**config.mk**
```make
export PLATFORM = sky130hd
export DESIGN_NAME = request_slot_allocator
export DESIGN_NICKNAME = d
export VERILOG_FILES = /design/src/sv/rsa_pkg.sv /design/src/sv/request_slot_allocator.sv /design/src/sv/rsa_ctrl.sv /design/src/sv/rsa_datapath.sv
export SDC_FILE = /design/constraint.sdc
export NUM_CORES = 1
export LEC_CHECK = 0
export ABC_AREA = 0
export BUFFER_PORTS_ARGS = -buffer_cell sky130_fd_sc_hd__buf_2
export CELL_PAD_IN_SITES_DETAIL_PLACEMENT = 1
export CELL_PAD_IN_SITES_GLOBAL_PLACEMENT = 2
export CORE_AREA = 2 2 262 212
export DETAILED_ROUTE_END_ITERATION = 16
export DIE_AREA = 0 0 264 214
export GPL_TIMING_DRIVEN = 0
export HOLD_SLACK_MARGIN = 0.03
export PLACE_DENSITY_LB_ADDON = 0.3
export SYNTH_ARGS = -nofsm -noshare
export SYNTH_HDL_FRONTEND = slang
export SYNTH_SLANG_ARGS = --single-unit
export TNS_END_PERCENT = 30
```
**constraint.sdc**
```tcl
create_clock -name clk -period 23.8 [get_ports clk]
set_clock_uncertainty 0.05 [all_clocks]
set_input_delay 3.57 -clock clk [delete_from_list [all_inputs] [get_ports clk]]
set_output_delay 3.57 -clock clk [all_outputs]
set_load 0.01 [all_outputs]
```
**src/sv/rsa_pkg.sv**
```systemverilog
// ----------------------------------------------------------------------------
// rsa_pkg
// Shared codes, field widths and control structs of the request slot
// allocator.
// ----------------------------------------------------------------------------
`timescale 1ns / 1ps
`default_nettype none

package rsa_pkg;

  localparam int unsigned PROC_W   = 16;
  localparam int unsigned ID_W     = 48;
  localparam int unsigned MODE_W   = 2;
  localparam int unsigned STATUS_W = 2;
  localparam int unsigned LEVEL_W  = 3;
  localparam int unsigned SLOT_W   = 24;
  localparam int unsigned FREE_W   = 25;
  localparam int unsigned MAXD_W   = 24;
  localparam int unsigned IDLV_W   = 8;

  localparam int unsigned S_DATA_W = 64;
  localparam int unsigned M_DATA_W = 104;

  localparam int unsigned OFF_LEVEL = 48;
  localparam int unsigned OFF_SLOT  = 51;
  localparam int unsigned OFF_INUSE = 75;
  localparam int unsigned OFF_FREE  = 76;
  localparam int unsigned PAD_W     = M_DATA_W - OFF_FREE - FREE_W;

  typedef enum logic [MODE_W-1:0] {
    MODE_ALLOC   = 2'd0,
    MODE_RELEASE = 2'd1,
    MODE_QUERY   = 2'd2
  } mode_t;

  typedef enum logic [STATUS_W-1:0] {
    STATUS_OK        = 2'd0,
    STATUS_EXHAUSTED = 2'd1,
    STATUS_BAD       = 2'd2
  } status_t;

  typedef enum logic [2:0] {
    RES_OK_ALLOC   = 3'd0,
    RES_EXHAUST    = 3'd1,
    RES_BAD        = 3'd2,
    RES_REL_OK     = 3'd3,
    RES_REL_UNUSED = 3'd4,
    RES_QUERY      = 3'd5
  } res_kind_t;

  typedef struct packed {
    logic      clr_step;
    logic      load;
    logic      grow;
    logic      start_alloc;
    logic      start_id;
    logic      mem_rd;
    logic      adv;
    logic      commit;
    res_kind_t kind;
  } cmd_t;

  typedef struct packed {
    logic  clr_done;
    mode_t op;
    logic  full;
    logic  can_grow;
    logic  id_ok;
    logic  bit_used;
  } stat_t;

endpackage

`default_nettype wire

```
**src/sv/request_slot_allocator.sv**
```systemverilog
// ----------------------------------------------------------------------------
// request_slot_allocator
// Next-fit descriptor id allocator over levels of growing size.
// ----------------------------------------------------------------------------
// Channel   Dir  Accept               Contents
// s_*       in   s_tvalid & s_tready  tuser: mode; tdata: proc, request_id
// m_*       out  m_tvalid & m_tready  tuser: status; tdata: id, level, slot,..
// max_desc  in   max_descriptors_we   max_descriptors_wdata
//
// One item in flight. Allocate: the next-fit probe steps past each used slot
// that it finds; release and query probe once; exhausted or bad id skip the probe.
// Each probe is one read of the slot-used memory followed by a check.
// After reset a clearing pass over all BASE_SLOTS*(2**NUM_LEVELS-1) slots
// (240 at the defaults) runs before s_tready rises.
// A stalled result holds in the output register; no new item is taken then
// past the finish step.
// ----------------------------------------------------------------------------
`timescale 1ns / 1ps
`default_nettype none

module request_slot_allocator #(
  parameter int unsigned BASE_SLOTS = 16,
  parameter int unsigned NUM_LEVELS = 4
) (
  input  wire logic                          clk,
  input  wire logic                          rst,
  input  wire logic                          s_tvalid,
  output logic                               s_tready,
  // [15:0] proc, [63:16] request_id
  input  wire logic [rsa_pkg::S_DATA_W-1:0]  s_tdata,
  // [1:0] mode
  input  wire logic [rsa_pkg::MODE_W-1:0]    s_tuser,
  output logic                               m_tvalid,
  input  wire logic                          m_tready,
  // [47:0] issued_id, [50:48] level, [74:51] slot, [75] in_use,
  // [100:76] free_at_level, [103:101] zero
  output logic      [rsa_pkg::M_DATA_W-1:0]  m_tdata,
  // [1:0] status
  output logic      [rsa_pkg::STATUS_W-1:0]  m_tuser,
  input  wire logic                          max_descriptors_we,
  input  wire logic [rsa_pkg::MAXD_W-1:0]    max_descriptors_wdata
);

  rsa_pkg::cmd_t  cmd;
  rsa_pkg::stat_t stat;

  rsa_ctrl u_ctrl (
    .clk      (clk),
    .rst      (rst),
    .s_tvalid (s_tvalid),
    .s_tready (s_tready),
    .m_tvalid (m_tvalid),
    .m_tready (m_tready),
    .stat     (stat),
    .cmd      (cmd)
  );

  rsa_datapath #(
    .BASE_SLOTS (BASE_SLOTS),
    .NUM_LEVELS (NUM_LEVELS)
  ) u_datapath (
    .clk                   (clk),
    .rst                   (rst),
    .s_tdata               (s_tdata),
    .s_tuser               (s_tuser),
    .max_descriptors_we    (max_descriptors_we),
    .max_descriptors_wdata (max_descriptors_wdata),
    .cmd                   (cmd),
    .stat                  (stat),
    .m_tdata               (m_tdata),
    .m_tuser               (m_tuser)
  );

endmodule

`default_nettype wire

```
**src/sv/rsa_ctrl.sv**
```systemverilog
// ----------------------------------------------------------------------------
// rsa_ctrl
// Sequencer of the allocator: clearing pass, decode, slot probe and
// result hand-off.
// ----------------------------------------------------------------------------
`timescale 1ns / 1ps
`default_nettype none

module rsa_ctrl (
  input  wire logic          clk,
  input  wire logic          rst,
  input  wire logic          s_tvalid,
  output logic               s_tready,
  output logic               m_tvalid,
  input  wire logic          m_tready,
  input  wire rsa_pkg::stat_t stat,
  output rsa_pkg::cmd_t      cmd
);

  typedef enum logic [5:0] {
    S_CLEAR  = 6'b000001,
    S_IDLE   = 6'b000010,
    S_PREP   = 6'b000100,
    S_READ   = 6'b001000,
    S_CHECK  = 6'b010000,
    S_FINISH = 6'b100000
  } state_t;

  state_t              state;
  state_t              state_next;
  rsa_pkg::res_kind_t  kind;
  rsa_pkg::res_kind_t  kind_next;
  logic                out_valid;
  logic                can_load;

  assign can_load = !out_valid || m_tready;
  assign s_tready = (state == S_IDLE);
  assign m_tvalid = out_valid;

  always_comb begin
    cmd        = '0;
    state_next = state;
    kind_next  = kind;
    unique case (state)
      S_CLEAR: begin
        cmd.clr_step = 1'b1;
        if (stat.clr_done) begin
          state_next = S_IDLE;
        end
      end
      S_IDLE: begin
        if (s_tvalid) begin
          cmd.load   = 1'b1;
          state_next = S_PREP;
        end
      end
      S_PREP: begin
        case (stat.op) inside
          rsa_pkg::MODE_ALLOC: begin
            if (stat.full && !stat.can_grow) begin
              kind_next  = rsa_pkg::RES_EXHAUST;
              state_next = S_FINISH;
            end else begin
              cmd.grow        = stat.full;
              cmd.start_alloc = 1'b1;
              state_next      = S_READ;
            end
          end
          rsa_pkg::MODE_RELEASE, rsa_pkg::MODE_QUERY: begin
            if (stat.id_ok) begin
              cmd.start_id = 1'b1;
              state_next   = S_READ;
            end else begin
              kind_next  = rsa_pkg::RES_BAD;
              state_next = S_FINISH;
            end
          end
          default: begin
            kind_next  = rsa_pkg::RES_BAD;
            state_next = S_FINISH;
          end
        endcase
      end
      S_READ: begin
        cmd.mem_rd = 1'b1;
        state_next = S_CHECK;
      end
      S_CHECK: begin
        state_next = S_FINISH;
        case (stat.op)
          rsa_pkg::MODE_ALLOC: begin
            if (stat.bit_used) begin
              cmd.adv    = 1'b1;
              state_next = S_READ;
            end else begin
              kind_next = rsa_pkg::RES_OK_ALLOC;
            end
          end
          rsa_pkg::MODE_RELEASE: begin
            kind_next = stat.bit_used ? rsa_pkg::RES_REL_OK : rsa_pkg::RES_REL_UNUSED;
          end
          rsa_pkg::MODE_QUERY: begin
            kind_next = rsa_pkg::RES_QUERY;
          end
          default: begin
            kind_next = rsa_pkg::RES_BAD;
          end
        endcase
      end
      S_FINISH: begin
        if (can_load) begin
          cmd.commit = 1'b1;
          state_next = S_IDLE;
        end
      end
      default: begin
        state_next = S_CLEAR;
      end
    endcase
    cmd.kind = kind;
  end

  always_ff @(posedge clk) begin
    if (rst) begin
      state     <= S_CLEAR;
      kind      <= rsa_pkg::RES_BAD;
      out_valid <= 1'b0;
    end else begin
      state <= state_next;
      kind  <= kind_next;
      if (cmd.commit) begin
        out_valid <= 1'b1;
      end else if (m_tready) begin
        out_valid <= 1'b0;
      end
    end
  end

endmodule

`default_nettype wire

```
**src/sv/rsa_datapath.sv**
```systemverilog
// ----------------------------------------------------------------------------
// rsa_datapath
// Slot-used memory, level bookkeeping, id decode and the result register.
// ----------------------------------------------------------------------------
`timescale 1ns / 1ps
`default_nettype none

module rsa_datapath #(
  parameter int unsigned BASE_SLOTS = 16,
  parameter int unsigned NUM_LEVELS = 4
) (
  input  wire logic                           clk,
  input  wire logic                           rst,
  input  wire logic [rsa_pkg::S_DATA_W-1:0]   s_tdata,
  input  wire logic [rsa_pkg::MODE_W-1:0]     s_tuser,
  input  wire logic                           max_descriptors_we,
  input  wire logic [rsa_pkg::MAXD_W-1:0]     max_descriptors_wdata,
  input  wire rsa_pkg::cmd_t                  cmd,
  output rsa_pkg::stat_t                      stat,
  output logic      [rsa_pkg::M_DATA_W-1:0]   m_tdata,
  output logic      [rsa_pkg::STATUS_W-1:0]   m_tuser
);

  localparam int unsigned SLOT_TOTAL = BASE_SLOTS * ((2 ** NUM_LEVELS) - 1);
  localparam int unsigned ADDR_W     = (SLOT_TOTAL > 1) ? $clog2(SLOT_TOTAL) : 1;
  localparam int unsigned SIZE_W     = $clog2(BASE_SLOTS) + NUM_LEVELS;
  localparam int unsigned LVL_W      = (NUM_LEVELS > 1) ? $clog2(NUM_LEVELS) : 1;
  localparam int unsigned CMP_W      = (SIZE_W > rsa_pkg::MAXD_W) ? SIZE_W : rsa_pkg::MAXD_W;

  logic                               used_mem [SLOT_TOTAL];
  logic                               rd_bit;
  logic [ADDR_W-1:0]                  clr_addr;

  logic [rsa_pkg::MAXD_W-1:0]         max_descriptors;
  logic [LVL_W-1:0]                   active_level;
  logic [SIZE_W-1:0]                  active_free;
  logic [SIZE_W-1:0]                  free_next;
  logic [SIZE_W-1:0]                  next_slot;

  rsa_pkg::mode_t                     mode_q;
  logic [rsa_pkg::PROC_W-1:0]         proc_q;
  logic [rsa_pkg::IDLV_W-1:0]         id_level;
  logic [rsa_pkg::SLOT_W-1:0]         id_plus1;

  logic [LVL_W-1:0]                   acc_lv;
  logic [SIZE_W-1:0]                  acc_slot;
  logic [SIZE_W-1:0]                  acc_size;
  logic [ADDR_W-1:0]                  acc_addr;

  logic [SIZE_W-1:0]                  grow_size;
  logic [rsa_pkg::SLOT_W-1:0]         dec_size;
  logic [rsa_pkg::SLOT_W-1:0]         dec_slot;

  logic                               mem_we;
  logic [ADDR_W-1:0]                  mem_addr;

  logic [rsa_pkg::STATUS_W-1:0]       o_status;
  logic [rsa_pkg::ID_W-1:0]           o_issued;
  logic [rsa_pkg::LEVEL_W-1:0]        o_level;
  logic [rsa_pkg::SLOT_W-1:0]         o_slot;
  logic                               o_inuse;

  logic [rsa_pkg::STATUS_W-1:0]       status_q;
  logic [rsa_pkg::ID_W-1:0]           issued_q;
  logic [rsa_pkg::LEVEL_W-1:0]        level_q;
  logic [rsa_pkg::SLOT_W-1:0]         slot_q;
  logic                               inuse_q;
  logic [rsa_pkg::FREE_W-1:0]         free_q;

  assign grow_size = SIZE_W'(BASE_SLOTS) << (active_level + LVL_W'(1));
  assign dec_size  = rsa_pkg::SLOT_W'(BASE_SLOTS) << id_level[2:0];
  assign dec_slot  = id_plus1 - rsa_pkg::SLOT_W'(1);
  assign acc_size  = SIZE_W'(BASE_SLOTS) << acc_lv;
  assign acc_addr  = (ADDR_W'(BASE_SLOTS) << acc_lv) - ADDR_W'(BASE_SLOTS) + ADDR_W'(acc_slot);

  always_comb begin
    stat.clr_done = (clr_addr == ADDR_W'(SLOT_TOTAL - 1));
    stat.op       = mode_q;
    stat.full     = (active_free == '0);
    stat.can_grow = (active_level != LVL_W'(NUM_LEVELS - 1)) &&
                    !((max_descriptors != '0) &&
                      (CMP_W'(grow_size) > CMP_W'(max_descriptors)));
    stat.id_ok    = (id_level < rsa_pkg::IDLV_W'(NUM_LEVELS)) && (id_plus1 != '0) &&
                    (dec_slot < dec_size);
    stat.bit_used = rd_bit;
  end

  assign mem_we   = cmd.clr_step ||
                    (cmd.commit && ((cmd.kind == rsa_pkg::RES_OK_ALLOC) ||
                                    (cmd.kind == rsa_pkg::RES_REL_OK)));
  assign mem_addr = cmd.clr_step ? clr_addr : acc_addr;

  always_ff @(posedge clk) begin
    if (mem_we) begin
      used_mem[mem_addr] <= !cmd.clr_step && (cmd.kind == rsa_pkg::RES_OK_ALLOC);
    end
    if (cmd.mem_rd) begin
      rd_bit <= used_mem[acc_addr];
    end
  end

  always_comb begin
    free_next = active_free;
    if (cmd.kind == rsa_pkg::RES_OK_ALLOC) begin
      free_next = active_free - SIZE_W'(1);
    end else if ((cmd.kind == rsa_pkg::RES_REL_OK) && (acc_lv == active_level)) begin
      free_next = active_free + SIZE_W'(1);
    end
  end

  always_comb begin
    o_status = rsa_pkg::STATUS_BAD;
    o_issued = '0;
    o_level  = '0;
    o_slot   = '0;
    o_inuse  = 1'b0;
    case (cmd.kind)
      rsa_pkg::RES_OK_ALLOC: begin
        o_status = rsa_pkg::STATUS_OK;
        o_issued = {proc_q, rsa_pkg::IDLV_W'(acc_lv),
                    rsa_pkg::SLOT_W'(acc_slot) + rsa_pkg::SLOT_W'(1)};
        o_level  = rsa_pkg::LEVEL_W'(acc_lv);
        o_slot   = rsa_pkg::SLOT_W'(acc_slot);
      end
      rsa_pkg::RES_EXHAUST: begin
        o_status = rsa_pkg::STATUS_EXHAUSTED;
        o_level  = rsa_pkg::LEVEL_W'(active_level);
      end
      rsa_pkg::RES_REL_OK: begin
        o_status = rsa_pkg::STATUS_OK;
        o_level  = rsa_pkg::LEVEL_W'(acc_lv);
        o_slot   = rsa_pkg::SLOT_W'(acc_slot);
      end
      rsa_pkg::RES_REL_UNUSED: begin
        o_level = rsa_pkg::LEVEL_W'(acc_lv);
        o_slot  = rsa_pkg::SLOT_W'(acc_slot);
      end
      rsa_pkg::RES_QUERY: begin
        o_status = rsa_pkg::STATUS_OK;
        o_level  = rsa_pkg::LEVEL_W'(acc_lv);
        o_slot   = rsa_pkg::SLOT_W'(acc_slot);
        o_inuse  = rd_bit;
      end
      default: begin
        o_status = rsa_pkg::STATUS_BAD;
      end
    endcase
  end

  always_ff @(posedge clk) begin
    if (rst) begin
      clr_addr        <= '0;
      max_descriptors <= '0;
      active_level    <= '0;
      active_free     <= SIZE_W'(BASE_SLOTS);
      next_slot       <= '0;
    end else begin
      if (cmd.clr_step && !stat.clr_done) begin
        clr_addr <= clr_addr + ADDR_W'(1);
      end
      if (max_descriptors_we) begin
        max_descriptors <= max_descriptors_wdata;
      end
      if (cmd.grow) begin
        active_level <= active_level + LVL_W'(1);
        active_free  <= grow_size;
        next_slot    <= '0;
      end
      if (cmd.commit) begin
        active_free <= free_next;
        if (cmd.kind == rsa_pkg::RES_OK_ALLOC) begin
          next_slot <= acc_slot;
        end
      end
    end
  end

  always_ff @(posedge clk) begin
    if (cmd.load) begin
      mode_q   <= rsa_pkg::mode_t'(s_tuser);
      proc_q   <= s_tdata[rsa_pkg::PROC_W-1:0];
      id_plus1 <= s_tdata[rsa_pkg::PROC_W +: rsa_pkg::SLOT_W];
      id_level <= s_tdata[rsa_pkg::PROC_W + rsa_pkg::SLOT_W +: rsa_pkg::IDLV_W];
    end
    if (cmd.start_alloc) begin
      acc_lv   <= cmd.grow ? (active_level + LVL_W'(1)) : active_level;
      acc_slot <= cmd.grow ? '0 : next_slot;
    end else if (cmd.start_id) begin
      acc_lv   <= id_level[LVL_W-1:0];
      acc_slot <= dec_slot[SIZE_W-1:0];
    end else if (cmd.adv) begin
      acc_slot <= (acc_slot == acc_size - SIZE_W'(1)) ? '0 : acc_slot + SIZE_W'(1);
    end
    if (cmd.commit) begin
      status_q <= o_status;
      issued_q <= o_issued;
      level_q  <= o_level;
      slot_q   <= o_slot;
      inuse_q  <= o_inuse;
      free_q   <= rsa_pkg::FREE_W'(free_next);
    end
  end

  assign m_tdata = {{rsa_pkg::PAD_W{1'b0}}, free_q, inuse_q, slot_q, level_q, issued_q};
  assign m_tuser = status_q;

endmodule

`default_nettype wire

```
* Yosys cells after proc, flatten, opt, wreduce, memory -nomap -nowiden *
Memories as Yosys holds them, arrays and structs flattened. A register that Yosys moved wholly into a read port is not among the register bits.
Index checks and enable logic that the tools add are counted.

storage, ports and cells
  register bits = 206
  bits in latches = 0
  memory bits (writable) = 240
  ROM bits = 0
  bits of input ports = 95
  logic and storage cells = 147
  memories = 1

memory list
  name                 words  bits a word  rd ports  clocked after memory_dff  write ports  line                source
  u_datapath.used_mem  240    1            1         1                         1            rsa_datapath.sv:30  logic used_mem [SLOT_TOTAL];

cells by class
  add/subtract/negate cells = 10
  multipliers = 0
  div/mod/pow operators = 0
  order comparisons = 3
  equality and inequality tests = 22
  shift operators = 3
  multiplexer cells = 54
  bitwise gates (word level) = 0
  reduce and logical (&&, ||, !) cells = 32

operators by type and width
  kind                                                number
  2-to-1 mux 8 bit                                    12
  2-to-1 mux 6 bit                                    9
  nonzero test 24 bit                                 2
  one-hot mux 6 bit (6 select lines)                  1
  adder 8 x 1 -> 8 bit, second input constant         3
  greater-than comparator 8 x 24 -> 1 bit             1
  < comparator 24 bit                                 1
  << shifter 5 x 3 -> 24 bit, first input constant    1
  subtractor 24 x 1 -> 24 bit, second input constant  1
  2-to-1 mux 3 bit                                    7
  2-to-1 mux 1 bit                                    16
  << shifter 5 x 2 -> 8 bit, first input constant     2
  subtractor 8 x 1 -> 8 bit, second input constant    2
  2-to-1 mux 2 bit                                    5
  adder 8 x 1 -> 9 bit, second input constant         1
  logical AND 1 bit                                   9
  one-hot mux 3 bit (3 select lines)                  1
  adder 8 bit                                         1
  equality test 8 bit                                 1
  equality test 8 bit, second input constant          1
  zero test 8 bit                                     1
  < comparator 8 x 3 -> 1 bit, second input constant  1
  one-hot mux 2 bit (2 select lines)                  2
  nonzero test 2 bit                                  4
  29 further kinds                                    39

* Longest topological paths before layout *
Gate-level depths: netlist of run 1.

  depth after elaboration = 14
  depth in mapped cells = 16
  gate-level depth less buffers = 14

* Modules after synthesis *
Synthesis of run 1 repeated with hierarchy kept, for this count alone.

unflattened totals
  cells, all modules = 1506
  area total of the unflattened synthesis = 19050.8 sq um

modules (own cells, without submodules)
  module        times used  cells each  area an instance (sq um)  sequential area each (sq um)
  rsa_datapath  1           1426        18360.1                   11481.0
  rsa_ctrl      1           80          690.7                     200.2

* Least setup slack after synthesis of run 1 *
OpenSTA, ideal clock, no wires.

  path type = reg2reg
  start point = register u_ctrl.kind[0]
  end point = memory u_datapath.used_mem[0], data pin
  library setup time = 1.319 ns
  arrival = 6.595 ns
  data required time = 22.431 ns
  slack = 15.837 ns
  stages on the path, launching flop included = 5
  path through = dfxtp_1 > or3_1 > clkbuf_1 > clkbuf_1 > nor2_1

on the way
  longest elaborated chain between the ends = 2

RTL lines
  what                    line                source
  start, declared         rsa_ctrl.sv:31      rsa_pkg::res_kind_t kind;
  start signal, assigned  rsa_ctrl.sv:126     kind <= rsa_pkg::RES_BAD;
  start signal, assigned  rsa_ctrl.sv:130     kind <= kind_next;
  zero test 3 bit         rsa_datapath.sv:95  used_mem[mem_addr] <= !cmd.clr_step && (cmd.kind == rsa_pkg::RES_OK_ALLOC);
  logical AND 1 bit       rsa_datapath.sv:95
  end, declared           rsa_datapath.sv:30

No other way between the ends.

==> impl_metrics.tcl, run 1 <==
set metrics [dict create \
    synth_top_area_share_pct 55.9 \
    netlist_area_um2 18700 \
    fp.dieW_um 264 \
    r2r_slack_ps 18660 \
    core-area_um2 53600 \
    dp_hpwl_um 36000 \
    leakage_nw 7.84 \
    viasPerCell 5.04 \
    die_h_um 214 \
    io_pins 203 \
    synth_flop_cell "edfxtp_1" \
    status "finished clean" \
    worstReg2RegStart "u_datapath.acc_slot[1]" \
    drt-met1-wl_um 23700 \
    max_cap_viol_count 0 \
    worst-setup-path-type "in -> reg" \
    highest_layer "met4" \
    synth_edf_count 349 \
    slew_violations 0 \
    finalCriticalPeriod_ps 6440 \
    cp-end-kind "register" \
    routed_wl_um 52700 \
    mostFrequentLayoutCells "349 x edfxtp_1, 312 x nor2_1, 137 x buf_2, 75 x clkbuf_1, 74 x nand2_1" \
    synth_cell_types 70 \
    yosys_warnings 0 \
    fin_util_pct 41.0 \
    drc 0 \
    p_per_area_nw_per_um2 74.1 \
    syn_area_per_cell_um2 12.7 \
    internal_power_mw 1.20 \
    yosysSeqAreaShare_pct 62.3 \
    cts-root-buf "clkbuf_16" \
    clkPwrFrac_pct 40.8 \
    r2r_cells 9 \
    area_delta_synth_final_pct 17.3 \
    seqPwrFrac_pct 48.5 \
    crit_path_max_fanout 57 \
    maxSlewHeadroom_pct 17.0 \
    ir_drop_uv 49.5 \
    fill_cells 5748 \
    grt_max_degree 58 \
    synth_area_leaders "edfxtp_1 56%, mux4_2 7.0%, dfxtp_1 6.4%, nor2_1 6.3%, mux2i_1 2.9%" \
    grt_pass1_wl_um 79500 \
    antenna_cells 0 \
    worst_hold_path.endpoint "u_datapath.next_slot[1]" \
    worstPathRequired_ps 24040 \
    drt_iter0_markers 894 \
    clock_path_buffers 3 \
    clock-sinks 409 \
    nets 1839 \
    cts_tree "yes" \
    wl_per_cell_um 21.5 \
    final_common_cell "edfxtp_1" \
    syn_inst 1478 \
    rr_endpoint "u_datapath.used_mem[135]" \
    hold_path_depth 2 \
    switchingPower_mw 0.428 \
    gr-usage-all-layers_pct 18.6 \
    ant_nets 0 \
    period_share_pct 27.1 \
    start_util_pct 34.9 \
    arrival_ps 6680 \
    drive_above_1_share_pct 19.5 \
    synth_seq_cells 409 \
    setup-tns-final_ps 0 \
    switching_share_pct 26.3 \
    clk_latency_ps 580 \
    antenna_found_initial 0 \
    min_path_type "reg -> reg" \
    rows 76 \
    synth_largest_area_cell "edfxtp_1" \
    final-hold-violation-count 0 \
    rsz0062_at_grt "false" \
    met2WireLength_um 25600 \
    firstDrtPassIters 5 \
    power_frac_comb_pct 10.7 \
    ctsResizeCount 0 \
    grt_overflow_total 0 \
    fmax_mhz 155 \
    die_area_um2 56500 \
    cts_buffers 43 \
    dr_wl_met3_um 2390 \
    port_buffers 127 \
    crit_path_start "m_tready" \
    min_from "u_datapath.next_slot[1]" \
    clk_pin_slew_ps 60 \
    num_vias 12346 \
    h-tree-depth 2 \
    gp_congestion 0.795 \
    async_reset_ff_share_pct 0 \
    ctsHoldBuffers 0 \
    finalSetupViolations 0 \
    tightest_slew_ps 1240 \
    cp-start-kind "input port" \
    grt_pass1_vias 12751 \
    cts_setup_buffers 0 \
]
[area by class of cell]
type	instances	area, um^2	area share [%]
Multi-Input combinational cell	952	6390	29.1
Tap cell	702	878	4.00
Sequential cell	409	11700	53.2
Clock buffer	56	1200	5.45
Inverter	31	116	0.530
Timing Repair Buffer	133	763	3.47
Buffer	143	774	3.53
Clock inverter	22	168	0.763
[critical path, stage by stage]
cell      delay, ps
buf_2            90
nand2b_1        200
nand2b_1        320
inv_1           110
clkbuf_4        450
a31oi_1         410
nor2_1          130
nand2_1         360
clkbuf_1        870
nor2_1          160
[state kept, by name (all words and copies together) (netlist names), 2 cells and up]
| register | count |
|---|---|
| u_ctrl.kind | 3 |
| u_ctrl.state | 6 |
| u_datapath.acc_lv | 2 |
| u_datapath.acc_slot | 8 |
| u_datapath.active_free | 8 |
| u_datapath.active_level | 2 |
| u_datapath.clr_addr | 8 |
| u_datapath.free_q | 8 |
| u_datapath.id_level | 8 |
| u_datapath.id_plus1 | 24 |
| u_datapath.issued_q | 27 |
| u_datapath.level_q | 2 |
| u_datapath.m_tuser | 2 |
| u_datapath.max_descriptors | 24 |
| u_datapath.mode_q | 2 |
| u_datapath.next_slot | 8 |
| u_datapath.proc_q | 16 |
| u_datapath.slot_q | 8 |
| u_datapath.used_mem | 240 |
[synthesized netlist by cell type (all sizes together), types with 3 or more instances]
library cell / n
and3: 3
a22o: 3
nand4: 6
ha: 30
nand3: 35
or4: 5
o31ai: 5
edfxtp: 349
a22oi: 3
clkbuf: 68
a31oi: 3
buf: 75
and3b: 3
a2111oi: 3
or2: 4
nor2: 313
nand2: 74
nand3b: 15
mux2: 6
mux2i: 55
dfxtp: 60
a21o: 7
nor4: 17
xor2: 16
or3: 12
a211o: 3
inv: 30
mux4: 58
nand2b: 18
a211oi: 15
a21oi: 33
nor3: 18
o21ai: 25
and2: 38
nor2b: 14
xnor2: 20
[per-stage QoR]
step	cells	power, mW	hold slack (ps)	cell area, um^2	setup slack (ps)
final	2448	1.63	422	22000	17360
after global placement	2364	0.970	407	20500	11330
after detailed placement	2370	0.976	414	20600	16750
after floorplan	1535	0.904	398	19000	15840
after global routing	2448	1.69	446	22000	17160
after CTS	2448	1.64	422	22000	17350
[cell families (layout without fill, tap and decap cells)]
logic type,count (synthesis),in the layout,share of synthesized area (%)
AOI/OAI and AO/OA,125,125,4.53
muxes,119,119,10.3
and+or+nand+nor,583,583,14.3
adders and majority gates,31,31,2.11
xor gates and xnor gates,36,36,1.68
buffers and inverters,174,385,4.73
DFF,409,409,62.3
other,1,58,0.0200
[metal layers]
layer  vias to the layer above  GRT usage, %
met4                         0          4.72
met5                         -             0
li1                       5711             -
met2                       243          31.2
met3                        71          2.87
met1                      6321          25.3
[power by group through the flow]
stage / logic [mW] / registers, mW / clock network (mW)
6_report: 0.174 / 0.790 / 0.664
3_5_place_dp: 0.170 / 0.805 / 0
5_1_grt: 0.188 / 0.792 / 0.708
3_3_place_gp: 0.165 / 0.805 / 0
2_1_floorplan: 0.101 / 0.802 / 0
4_1_cts: 0.171 / 0.790 / 0.682
[how the worst max path moves through the flow]
stage	end	slack (ps)	cells after the start
global route	u_datapath.used_mem[117]	17160	10
CTS	u_datapath.used_mem[134]	17350	10
global placement	u_datapath.used_mem[182]	11330	4
floorplan	u_datapath.used_mem[0]	15840	4
detailed placement	u_datapath.used_mem[134]	16750	10
finish	u_datapath.used_mem[101]	17360	10
Note: power is estimated with default switching activity, not from simulation.
==> run 2, diff against run 1 <==
==> constraint.sdc (replaced) <==
create_clock -name clk -period 5.45 [get_ports clk]
set_clock_uncertainty 0.05 [all_clocks]
set_input_delay 0.8175 -clock clk [delete_from_list [all_inputs] [get_ports clk]]
set_output_delay 0.8175 -clock clk [all_outputs]
set_load 0.01 [all_outputs]
==> run 2 against run 1 <==
Combinational power grew to 4.3 times the previous value. Via count grew 0.49%. Global-route usage hardly changed. Die area did not move. Critical path depth fell by 1.
==> impl_metrics.tcl, run 2 (synthesized netlist as in run 1, its figures left out) <==
set metrics [dict create \
    wl_per_cell_um 21.5 \
    status "finished clean" \
    top_register "u_datapath.used_mem" \
    final_common_cell "edfxtp_1" \
    core-area_um2 53600 \
    drc 0 \
    seq_area_um2 11700 \
    grt_pass1_vias 12900 \
    multi_input_area_um2 6400 \
    grt_pass1_wl_um 79700 \
    crit_path_max_fanout 10 \
    clk_latency_ps 580 \
    grt_max_degree 58 \
    clock-sinks 409 \
    io_pins 203 \
    dp_hpwl_um 35900 \
    fp.dieW_um 264 \
    leakage_nw 7.92 \
    reg.largest.list "u_datapath.used_mem x240, u_datapath.issued_q x27" \
    viasPerCell 5.06 \
    firstDrtPassIters 5 \
    gp_congestion 0.781 \
    routed_wl_um 52700 \
    clk_pin_slew_ps 60 \
    crit_chain "clkbuf_1 -> clkbuf_1 -> clkbuf_1 -> clkbuf_1 -> nand2_1 -> o21ai_0 -> nand2_1 -> clkbuf_1 -> nor2_1" \
    rows 76 \
    worst-setup-path-type "reg -> reg" \
    area_delta_synth_final_pct 18.2 \
    drt_iter0_markers 1054 \
    largest_reg_flops 240 \
    grt_overflow_total 0 \
    worstPathRequired_ps 5680 \
    nets 1840 \
    slew_violations 0 \
    gr-usage-all-layers_pct 18.6 \
    ant_nets 0 \
    cp-end-kind "register" \
    cts_buffers 44 \
    finalSetupViolations 0 \
    cp_num_buf_inv 5 \
    cts-root-buf "clkbuf_16" \
    ir_drop_uv 214 \
    worst-path-stages 9 \
    finalCriticalPeriod_ps 5110 \
    p_total_mw 7.44 \
    maxSlewHeadroom_pct 19.7 \
    clock_path_buffers 3 \
    final-hold-violation-count 0 \
    crit_slowest_cell "clkbuf_1" \
    setup-tns-final_ps 0 \
    r2r_cells 9 \
    cp-start-kind "register" \
    fmax_mhz 196 \
    hold_path_depth 1 \
    stdcell_area_um2 22200 \
    cp_top_family "buffers and inverters" \
    drive_above_1_share_pct 19.7 \
    cpMostUsedCell "clkbuf_1" \
    mostFrequentLayoutCells "349 x edfxtp_1, 312 x nor2_1, 137 x buf_2, 83 x clkbuf_1, 74 x nand2_1" \
    arrival_ps 5340 \
    rsz0062_at_grt "false" \
    die_area_um2 56500 \
    place_area_um2 20600 \
    max_cap_viol_count 0 \
    tightest_slew_ps 1190 \
    start_util_pct 34.9 \
    max_stage_delay_ps 660 \
    num_vias 12406 \
    period_share_pct 93.8 \
    antenna_found_initial 0 \
    ctsHoldBuffers 0 \
    port_buffers 127 \
    ctsResizeCount 0 \
    h-tree-depth 2 \
    pre_cts_slack_ps 336 \
    fill_cells 5743 \
    timing.final.ws_setup_ps 338 \
    min_path_type "in -> reg" \
    cts_setup_buffers 0 \
    die_h_um 214 \
    p_per_area_nw_per_um2 336 \
    cts_tree "yes" \
]
run 2: cell types whose count changed in the layout (fill, tap and decap cells not counted), sizes merged:
cell / delta
bufinv: +5
clkbuf: +11
clkinv: -11
diode: +1
inv: -1
run 2: layout make-up:
cell class / instances / area share [%]
sequential: 409 / 52.7
multi-input combinational: 952 / 28.9
clock buffer: 67 / 5.78
tap: 702 / 3.97
buffer: 143 / 3.50
timing repair buffer: 133 / 3.45
clock inverter: 15 / 1.16
inverter: 31 / 0.525
antenna: 1 / 0.0113
run 2: layer usage:
| layer | vias up | routed length (um) | GRT usage [%] |
|---|---|---|---|
| li1 | 5709 | - | - |
| met2 | 313 | 25100 | 30.6 |
| met5 | - | 0 | 0 |
| met4 | 0 | 895 | 4.47 |
| met1 | 6312 | 23500 | 25.4 |
| met3 | 72 | 3220 | 3.54 |
run 2: worst reg2reg max path: cells and delay by family (launching register included):
| kind | cells | cell delay (ps) |
|---|---|---|
| buffers and inverters | 5 | 3100 |
| DFF | 1 | 360 |
| AOI/OAI and AO/OA | 1 | 500 |
| and+or+nand+nor | 3 | 800 |
run 2: power by group:
part           total, mW  internal (mW)  switching, mW
logic              0.751          0.185          0.566
clock network       3.23           1.95           1.28
registers           3.45           3.41         0.0406
total               7.44           5.55           1.89
run 2: worst paths after layout:
kind | start | end | slack, ps
max | u_datapath.acc_slot[1] | u_datapath.used_mem[135] | 340
min | s_tdata[12] | u_datapath.proc_q[12] | 370
max reg2reg | u_datapath.acc_slot[1] | u_datapath.used_mem[135] | 340
min reg2reg | u_datapath.next_slot[5] | u_datapath.next_slot[5] | 430
run 2: stage by stage:
stage | hold slack (ps) | cells | utilization, %
finish | 368 | 2453 | 41.3
global route | 336 | 2452 | 41.3
CTS | 336 | 2452 | 41.3
detailed placement | 417 | 2370 | 38.4
global placement | 407 | 2364 | 38.2
floorplan | 398 | 1535 | -
